--- src/design/rpn_pkg.sv ---
package rpn_pkg;

  typedef struct packed {
    logic [2:0]  mode;
    logic [31:0] operand;
    logic [4:0]  remove_count;
    logic [2:0]  operation;
  } rpn_in_t;

  typedef struct packed {
    logic [31:0] result_value;
    logic [4:0]  removed_count;
    logic [4:0]  space_left;
    logic [2:0]  status;
  } rpn_out_t;

  localparam logic [2:0] MODE_PUSH   = 3'd0;
  localparam logic [2:0] MODE_POP    = 3'd1;
  localparam logic [2:0] MODE_PEEK   = 3'd2;
  localparam logic [2:0] MODE_REMOVE = 3'd3;
  localparam logic [2:0] MODE_OPER   = 3'd4;
  localparam logic [2:0] MODE_SPACE  = 3'd5;

  localparam logic [2:0] OP_ADD  = 3'd0;
  localparam logic [2:0] OP_SUB  = 3'd1;
  localparam logic [2:0] OP_MUL  = 3'd2;
  localparam logic [2:0] OP_DIV  = 3'd3;
  localparam logic [2:0] OP_SQRT = 3'd4;
  localparam logic [2:0] OP_MOD  = 3'd5;

  localparam logic [2:0] ST_OK    = 3'd0;
  localparam logic [2:0] ST_FEW   = 3'd1;
  localparam logic [2:0] ST_OVF   = 3'd2;
  localparam logic [2:0] ST_DIVZ  = 3'd3;
  localparam logic [2:0] ST_NEG   = 3'd4;
  localparam logic [2:0] ST_FULL  = 3'd5;

  // control from sequencer to the iterative unit
  typedef struct packed {
    logic       start;
    logic       is_sqrt;
  } rpn_iter_ctl_t;

endpackage

--- src/design/rpn_iter.sv ---
// Shared restoring unit: one quotient or root bit per cycle on magnitudes.
module rpn_iter import rpn_pkg::*; #(
  parameter int W = 32
) (
  input  logic          clk_i,
  input  logic          rst_ni,
  input  rpn_iter_ctl_t ctl_i,
  input  logic [W-1:0]  a_i,
  input  logic [W-1:0]  b_i,
  output logic          done_o,
  output logic [W-1:0]  q_o,
  output logic [W-1:0]  r_o
);
  localparam int CW = $clog2(W + 1);
  logic          busy_q, busy_d;
  logic [CW-1:0] cnt_q, cnt_d;
  logic          sqrt_q, sqrt_d;
  logic [W-1:0]  num_q, num_d, quo_q, quo_d, div_q, div_d;
  logic [W+1:0]  rem_q, rem_d;
  logic [W+1:0]  trial, shifted;
  logic          done_q, done_d;

  always_comb begin
    busy_d = busy_q; cnt_d = cnt_q; sqrt_d = sqrt_q; num_d = num_q;
    quo_d = quo_q; div_d = div_q; rem_d = rem_q; done_d = 1'b0;
    shifted = '0; trial = '0;
    if (ctl_i.start) begin
      busy_d = 1'b1;
      sqrt_d = ctl_i.is_sqrt;
      num_d  = a_i;
      div_d  = b_i;
      quo_d  = '0;
      rem_d  = '0;
      cnt_d  = sqrt_d ? CW'(W / 2) : CW'(W);
    end else if (busy_q) begin
      if (sqrt_q) begin
        shifted = {rem_q[W-1:0], num_q[W-1:W-2]};
        trial   = {quo_q[W-1:0], 2'b01};
        num_d   = {num_q[W-3:0], 2'b00};
      end else begin
        shifted = {rem_q[W:0], num_q[W-1]};
        trial   = {2'b00, div_q};
        num_d   = {num_q[W-2:0], 1'b0};
      end
      if (shifted >= trial) begin
        rem_d = shifted - trial;
        quo_d = {quo_q[W-2:0], 1'b1};
      end else begin
        rem_d = shifted;
        quo_d = {quo_q[W-2:0], 1'b0};
      end
      cnt_d = cnt_q - 1'b1;
      if (cnt_q == CW'(1)) begin
        busy_d = 1'b0;
        done_d = 1'b1;
      end
    end
  end

  always_ff @(posedge clk_i or negedge rst_ni) begin
    if (!rst_ni) begin
      busy_q <= 1'b0; done_q <= 1'b0; cnt_q <= '0; sqrt_q <= 1'b0;
    end else begin
      busy_q <= busy_d; done_q <= done_d; cnt_q <= cnt_d; sqrt_q <= sqrt_d;
    end
  end

  always_ff @(posedge clk_i) begin
    num_q <= num_d; quo_q <= quo_d; div_q <= div_d; rem_q <= rem_d;
  end

  assign done_o = done_q;
  assign q_o    = quo_q;
  assign r_o    = rem_q[W-1:0];

  a_done_after_busy: assert property (@(posedge clk_i) disable iff (!rst_ni)
    done_q |-> !busy_q) else $error("iter done while busy");
  a_no_start_busy: assert property (@(posedge clk_i) disable iff (!rst_ni)
    busy_q |-> cnt_q != '0) else $error("iter count ran out while busy");
  a_done_pulse: assert property (@(posedge clk_i) disable iff (!rst_ni)
    done_q |=> !done_q) else $error("iter done held");
endmodule

--- src/design/rpn_stack_calculator_unit.sv ---
// Channel  | Direction | Signals                          | Handshake
// command  | in        | start, cmd_i (rpn_in_t)          | start && !busy
// result   | out       | result_valid_o, result_o         | strobe, one cycle
// config   | in        | cfg_valid_i, cfg_ready_o, cfg_data_i | valid && ready
//
// Sequence: push, pop, peek, remove, query, add and subtract keep busy high
// through read (top two entries), compute and report states. Multiply adds a
// state on the multiplier; divide, modulo and square root add an iterate
// state on the one-bit-per-cycle restoring unit.
// A command wins over a config write offered in the same idle cycle.
// Reset empties the stack and sets the limit to STACK_DEPTH; stack
// contents stay undefined. The receiver cannot stall; results are strobed.
module rpn_stack_calculator_unit import rpn_pkg::*; #(
  parameter int STACK_DEPTH = 16,
  parameter int VALUE_WIDTH = 32
) (
  input  logic     clk_i,
  input  logic     rst_ni,
  input  logic     start,
  output logic     busy,
  input  rpn_in_t  cmd_i,
  output logic     result_valid_o,
  output rpn_out_t result_o,
  input  logic     cfg_valid_i,
  output logic     cfg_ready_o,
  input  logic [4:0] cfg_data_i
);
  localparam int W  = VALUE_WIDTH;
  localparam int AW = $clog2(STACK_DEPTH);
  localparam int PW = $clog2(STACK_DEPTH + 1);

  localparam logic [2:0] S_IDLE = 3'd0;
  localparam logic [2:0] S_READ = 3'd1;
  localparam logic [2:0] S_EXEC = 3'd2;
  localparam logic [2:0] S_MUL  = 3'd3;
  localparam logic [2:0] S_ITER = 3'd4;
  localparam logic [2:0] S_DONE = 3'd5;

  logic [2:0]    state_q, state_d;
  logic [PW-1:0] sp_q, sp_d, lim_q, lim_d;
  rpn_in_t       cmd_q;
  logic [W-1:0]  mem [STACK_DEPTH];
  logic [W-1:0]  x_q, y_q;
  logic          wr_en;
  logic [AW-1:0] wr_addr;
  logic [W-1:0]  wr_data;
  rpn_out_t      res_d, res_q;
  logic          rv_q;
  logic [2*W-1:0] prod_q;
  logic          pneg_q;
  rpn_iter_ctl_t ictl;
  logic          idone;
  logic [W-1:0]  iq, ir, ia, ib;
  logic [W-1:0]  mx, my, sum, dif, r;
  logic [PW-1:0] cnt_eff, lim_eff;
  logic [W:0]    bound;
  logic          xs, ys;

  // clamp the remove count: zero or more than the depth drops all
  always_comb begin
    if (cmd_q.remove_count == 5'd0 || 32'(cmd_q.remove_count) > 32'(sp_q)) cnt_eff = sp_q;
    else cnt_eff = PW'(cmd_q.remove_count);
  end
  // limit register is already saturated to 1..STACK_DEPTH on write
  assign lim_eff = lim_q;

  assign busy        = state_q != S_IDLE;
  assign cfg_ready_o = state_q == S_IDLE && !start;

  // stack storage: read top two entries into registers
  always_ff @(posedge clk_i) begin
    if (wr_en) mem[wr_addr] <= wr_data;
    x_q <= mem[AW'(sp_q - PW'(2))];
    y_q <= mem[AW'(sp_q - PW'(1))];
  end

  assign xs = x_q[W-1];
  assign ys = y_q[W-1];
  assign mx = xs ? -x_q : x_q;
  assign my = ys ? -y_q : y_q;
  assign sum = x_q + y_q;
  assign dif = x_q - y_q;
  assign ictl.start   = state_q == S_EXEC && cmd_q.mode == MODE_OPER &&
                        ((cmd_q.operation == OP_SQRT && sp_q != '0 && !ys) ||
                         ((cmd_q.operation == OP_DIV || cmd_q.operation == OP_MOD)
                          && sp_q >= PW'(2) && y_q != '0));
  assign ictl.is_sqrt = cmd_q.operation == OP_SQRT;
  assign ia = ictl.is_sqrt ? y_q : mx;
  assign ib = my;

  rpn_iter #(.W(W)) u_iter (
    .clk_i(clk_i), .rst_ni(rst_ni), .ctl_i(ictl), .a_i(ia), .b_i(ib),
    .done_o(idone), .q_o(iq), .r_o(ir)
  );

  assign bound = pneg_q ? {1'b0, 1'b1, {(W-1){1'b0}}} : {2'b00, {(W-1){1'b1}}};

  function automatic logic [31:0] ext(input logic [W-1:0] v);
    return 32'($signed(v));
  endfunction

  always_comb begin
    state_d = state_q; sp_d = sp_q; lim_d = lim_q;
    wr_en = 1'b0; wr_addr = AW'(sp_q - PW'(1)); wr_data = '0;
    res_d = '0; r = '0;
    case (state_q)
      S_IDLE: begin
        if (start) begin
          state_d = S_READ;
        end else if (cfg_valid_i) begin
          if (cfg_data_i == 5'd0) lim_d = PW'(1);
          else if (32'(cfg_data_i) > 32'(STACK_DEPTH)) lim_d = PW'(STACK_DEPTH);
          else lim_d = PW'(cfg_data_i);
          sp_d = '0;
        end
      end
      S_READ: state_d = S_EXEC;
      S_EXEC: begin
        state_d = S_DONE;
        case (cmd_q.mode)
          MODE_PUSH: begin
            if (sp_q >= lim_eff) res_d.status = ST_FULL;
            else begin
              wr_en = 1'b1; wr_addr = AW'(sp_q);
              wr_data = W'($signed(cmd_q.operand));
              sp_d = sp_q + PW'(1);
            end
          end
          MODE_POP, MODE_PEEK: begin
            if (sp_q == '0) res_d.status = ST_FEW;
            else begin
              res_d.result_value = ext(y_q);
              if (cmd_q.mode == MODE_POP) sp_d = sp_q - PW'(1);
            end
          end
          MODE_REMOVE: begin
            res_d.removed_count = 5'(cnt_eff); sp_d = sp_q - cnt_eff;
          end
          MODE_OPER: begin
            case (cmd_q.operation)
              OP_SQRT: begin
                if (sp_q == '0) res_d.status = ST_FEW;
                else if (ys) begin
                  res_d.status = ST_NEG; sp_d = sp_q - PW'(1);
                end else state_d = S_ITER;
              end
              OP_ADD, OP_SUB, OP_MUL, OP_DIV, OP_MOD: begin
                if (sp_q < PW'(2)) res_d.status = ST_FEW;
                else if (cmd_q.operation == OP_ADD) begin
                  if (xs == ys && sum[W-1] != xs) res_d.status = ST_OVF;
                  else r = sum;
                end else if (cmd_q.operation == OP_SUB) begin
                  if (xs != ys && dif[W-1] != xs) res_d.status = ST_OVF;
                  else r = dif;
                end else if (cmd_q.operation == OP_MUL) begin
                  state_d = S_MUL;
                end else begin
                  if (y_q == '0) res_d.status = ST_DIVZ;
                  else state_d = S_ITER;
                end
                if (res_d.status == ST_OK && (cmd_q.operation == OP_ADD ||
                    cmd_q.operation == OP_SUB)) begin
                  wr_en = 1'b1; wr_addr = AW'(sp_q - PW'(2)); wr_data = r;
                  sp_d = sp_q - PW'(1); res_d.result_value = ext(r);
                end
              end
              default: ;
            endcase
          end
          default: ;
        endcase
      end
      S_MUL: begin
        state_d = S_DONE;
        if (prod_q[2*W-1:W] != '0 || {1'b0, prod_q[W-1:0]} > bound)
          res_d.status = ST_OVF;
        else begin
          r = pneg_q ? -prod_q[W-1:0] : prod_q[W-1:0];
          wr_en = 1'b1; wr_addr = AW'(sp_q - PW'(2)); wr_data = r;
          sp_d = sp_q - PW'(1); res_d.result_value = ext(r);
        end
      end
      S_ITER: begin
        if (idone) begin
          state_d = S_DONE;
          if (cmd_q.operation == OP_SQRT) r = iq;
          else if (cmd_q.operation == OP_DIV) r = (xs ^ ys) ? -iq : iq;
          else r = xs ? -ir : ir;
          if (cmd_q.operation == OP_SQRT) begin
            wr_en = 1'b1; wr_addr = AW'(sp_q - PW'(1));
          end else begin
            wr_en = 1'b1; wr_addr = AW'(sp_q - PW'(2)); sp_d = sp_q - PW'(1);
          end
          wr_data = r; res_d.result_value = ext(r);
        end
      end
      S_DONE: state_d = S_IDLE;
      default: state_d = S_IDLE;
    endcase
    res_d.space_left = 5'(lim_eff - sp_d);
  end

  logic fin;
  assign fin = (state_q == S_EXEC && state_d == S_DONE) ||
               (state_q == S_MUL) || (state_q == S_ITER && idone);

  always_ff @(posedge clk_i or negedge rst_ni) begin
    if (!rst_ni) begin
      state_q <= S_IDLE; sp_q <= '0; lim_q <= PW'(STACK_DEPTH); rv_q <= 1'b0;
    end else begin
      state_q <= state_d; sp_q <= sp_d; lim_q <= lim_d; rv_q <= fin;
    end
  end

  // hold command, product and result payload
  always_ff @(posedge clk_i) begin
    if (state_q == S_IDLE && start) cmd_q <= cmd_i;
    prod_q <= mx * my;
    pneg_q <= (xs ^ ys) && (mx * my) != '0;
    if (fin) res_q <= res_d;
  end

  assign result_valid_o = rv_q;
  assign result_o       = res_q;

  a_sp_in_limit: assert property (@(posedge clk_i) disable iff (!rst_ni)
    sp_q <= lim_q) else $error("stack pointer above limit");
  a_result_after_done: assert property (@(posedge clk_i) disable iff (!rst_ni)
    rv_q |-> state_q == S_DONE) else $error("result outside done state");
  a_no_cfg_busy: assert property (@(posedge clk_i) disable iff (!rst_ni)
    busy |-> !cfg_ready_o) else $error("config ready while busy");
endmodule

--- config.mk ---
export PLATFORM = sky130hd
export DESIGN_NAME = rpn_stack_calculator_unit
export DESIGN_NICKNAME = d
export VERILOG_FILES = /design/src/design/rpn_pkg.sv /design/src/design/rpn_iter.sv /design/src/design/rpn_stack_calculator_unit.sv
export SDC_FILE = /design/constraint.sdc
export NUM_CORES = 2
export LEC_CHECK = 0
export ABC_AREA = 0
export BUFFER_PORTS_ARGS = -buffer_cell sky130_fd_sc_hd__buf_2
export CAP_MARGIN = 20
export CORE_AREA = 4 4 485 487
export DETAILED_ROUTE_END_ITERATION = 8
export DIE_AREA = 0 0 489 491
export RECOVER_POWER = 100
export SLEW_MARGIN = 10
export SYNTH_ARGS = -nofsm -noshare
export SYNTH_HDL_FRONTEND = slang
export SYNTH_SLANG_ARGS = --single-unit
--- constraint.sdc ---
create_clock -name clk_i -period 22.6 [get_ports clk_i]
set_input_delay 2.26 -clock clk_i [delete_from_list [all_inputs] [get_ports clk_i]]
set_output_delay 2.26 -clock clk_i [all_outputs]
set_load 0.005 [all_outputs]
==> results.yml <==
yosys:
  synth_edf_count: 664
  synth.area.top_cells: "edfxtp_1, fa_1, mux4_2"
  async_flop_share_pct: 2.61
  netlist_instances: 7648
  yosysTopAreaCell: "edfxtp_1"
  ys.flop_type: "edfxtp_1"
  synthesis.nets: 9023
  synth_cell_type_count: 98
  ys_seq_elements: 881
  synth-seq-area-share_pct: 30.3
  syn_area_um2: 80400
  yosysWarnings: 0
  yosys.area.top_type_share_pct: 24.8
  syn_area_per_cell_um2: 10.5
worst_setup_path:
  crit_path_frequent_cell: "fa_1"
  cpPeakStageDelay_ns: 1.62
  worstPathRequired_ns: 23.25
  cpMaxStageDelayCell: "clkbuf_1"
  start_kind: "register"
  crit_path_end: "prod_q[62]"
  crit_type: "reg2reg"
  setup.worst_path.end_class: "register"
  r2r_slack_ns: 8.46
  worstReg2RegStart: "y_q[0]"
  cp.arrival_ns: 14.79
  crit_start: "y_q[0]"
  reg2reg_to: "prod_q[62]"
  rr_worst_depth: 32
  crit_fanout: 32
sta:
  setup_viol: 0
  fmax_mhz: 70.7
  period_share_pct: 62.6
  period_needed_ns: 14.14
  hold_viol: 0
  slew_violations: 1493
  finalSetupTns_ns: 0
  worstMarginPinSlew_ns: 4.17
  finClkSkew_ns: 0.0826
  whs_ns: 0.499
  slew_headroom_pct: -178
  rsz0062_at_grt: "no"
cts:
  clock_latency_ns: 0.80
  numCtsBuffers: 101
  cts-root-buf: "clkbuf_16"
  cts_resized: 0
  h-tree-depth: 3
  postCtsSetupBuffers: 0
  cts_hold_buf: 0
  tritoncts: "built"
  clk_path_buf_depth: 3
  cts.sinks: 881
  clk_pin_slew_ns: 0.06
drt:
  vias_per_cell: 5.70
  drtIter0Drc: 6650
  drc: 0
  wl_per_cell_um: 26.5
  postRouteAntennaNets: 0
  via_count: 61300
  first_pass_iters: 8
  totalWireLength_mm: 285
floorplanning:
  core_um2: 231000
  die_h_um: 491
  die_area_um2: 240000
  fp.dieW_um: 489
  initial_core_util_pct: 34.7
  rows: 177
  pin_count: 100
finish:
  syn_to_final_growth_pct: 10.2
  nets: 8979
  drive_gt1_share_pct: 10.1
min_path:
  hold_class: "reg2reg"
global_route:
  antenna_found_initial: 14
  grt_pass1_vias: 61800
  grt_max_degree: 88
  grt_pass1_wl_mm: 417
  overflow: 0
  grt_usage_pct: 23.4
placed_design:
  gp_congestion: 0.950
  io_buffers: 99
  place_hpwl_mm: 208
status:
  status: "finished, violations left"
  violations: "capacitance limit, slew limit"
run:
  maxCapViolCount: 47
[cell families after synthesis]
family	share of synthesized area [%]
fa+ha+maj	29.0
compound gates	9.41
flops	30.3
simple gates	11.2
mux	10.1
xor+xnor	3.01
buf+inv	6.96
[stage by stage]
step / worst slack, ns / area, um^2 / std cells / utilization, %
4_1_cts: 11.10 / 88900 / 10700 / 38.4
3_3_place_gp: 11.29 / 85100 / 10500 / 36.8
6_report: 8.46 / 88600 / 10700 / 38.3
3_5_place_dp: 11.11 / 85100 / 10500 / 36.8
2_1_floorplan: 12.83 / 80400 / 7648 / -
5_1_grt: 8.04 / 88600 / 10700 / 38.3
[cell usage after synthesis (39+ instances only)]
master and n:
mux2i_1 123, nand2_1 930, o211ai_1 50, ha_1 422
o21ai_0 249, clkbuf_1 379, a21oi_1 276, a211oi_1 64
a31oi_1 55, mux4_2 288, nand2b_1 40, xor2_1 90
nor3_1 62, and3_1 52, a21o_1 90, nor4_1 53
o21a_1 39, nor2_1 677, fa_1 901, xnor2_1 181
nand3_1 60, dfxtp_1 194, o21bai_1 49, o31ai_1 41
edfxtp_1 664, inv_1 1034
[worst min-delay path by stage]
stage                     start          endpoint  slack (ns)  cells past startpoint
6_report       u_iter.rem_q[32]  u_iter.rem_q[32]        0.50                      2
3_5_place_dp   u_iter.rem_q[32]  u_iter.rem_q[32]        0.49                      2
5_1_grt        u_iter.rem_q[32]  u_iter.rem_q[32]        0.55                      2
2_1_floorplan  u_iter.rem_q[32]  u_iter.rem_q[32]        0.46                      2
4_1_cts        u_iter.rem_q[32]  u_iter.rem_q[32]        0.50                      2
3_3_place_gp   u_iter.rem_q[32]  u_iter.rem_q[32]        0.47                      2
[flip-flops by register name (all words and copies together), names as in the netlist, 3 cells and up]
signal	cells
prod_q	64
u_iter.cnt_q	6
y_q	32
mem	512
u_iter.div_q	32
u_iter.rem_q	33
lim_eff	5
cmd_q	43
state_q	3
x_q	32
u_iter.num_q	32
result_o	45
sp_q	5
u_iter.q_o	32
[critical path, delay by kind of cell (launching register included)]
kind / cells / cell delay, ns
adder cells (fa/ha/maj): 10 / 4.83
AO/OA/AOI/OAI: 7 / 2.06
AND/OR/NAND/NOR: 5 / 1.30
flip-flops: 1 / 0.30
buffers and inverters: 8 / 5.12
XOR/XNOR: 2 / 0.32
[area by class of cell]
cell class,count,area [um^2]
Antenna cell,13,32.5
Clock buffer,133,2830
Inverter,1047,3930
Multi-Input combinational cell,5286,51100
Fill cell,22500,143000
Timing Repair Buffer,287,1570
Tap cell,3043,3810
Sequential cell,881,24400
Clock inverter,59,1000
[cells in the final DEF, fill, tap and decap left out, types with 73 or more instances in the layout]
master	count
ha_1	422
dfxtp_1	192
clkbuf_16	103
a21o_1	90
o21ai_0	250
xor2_1	73
a21oi_1	275
inv_1	1035
buf_4	99
xnor2_1	152
clkbuf_1	141
mux2i_1	123
fa_1	901
nand2_1	929
edfxtp_1	664
mux4_2	288
nor2_1	675
[layer usage]
layer,GRT usage [%],vias up,wire length [um]
met5,0,-,0
met4,12.4,0,18200
met3,5.62,730,29500
met2,36.2,3283,128000
met1,30.3,31400,109000
li1,-,25900,-
Power is left out: the tool's default activity adds up to more than one toggle a clock period on the data nets, which glitch-free logic cannot reach.
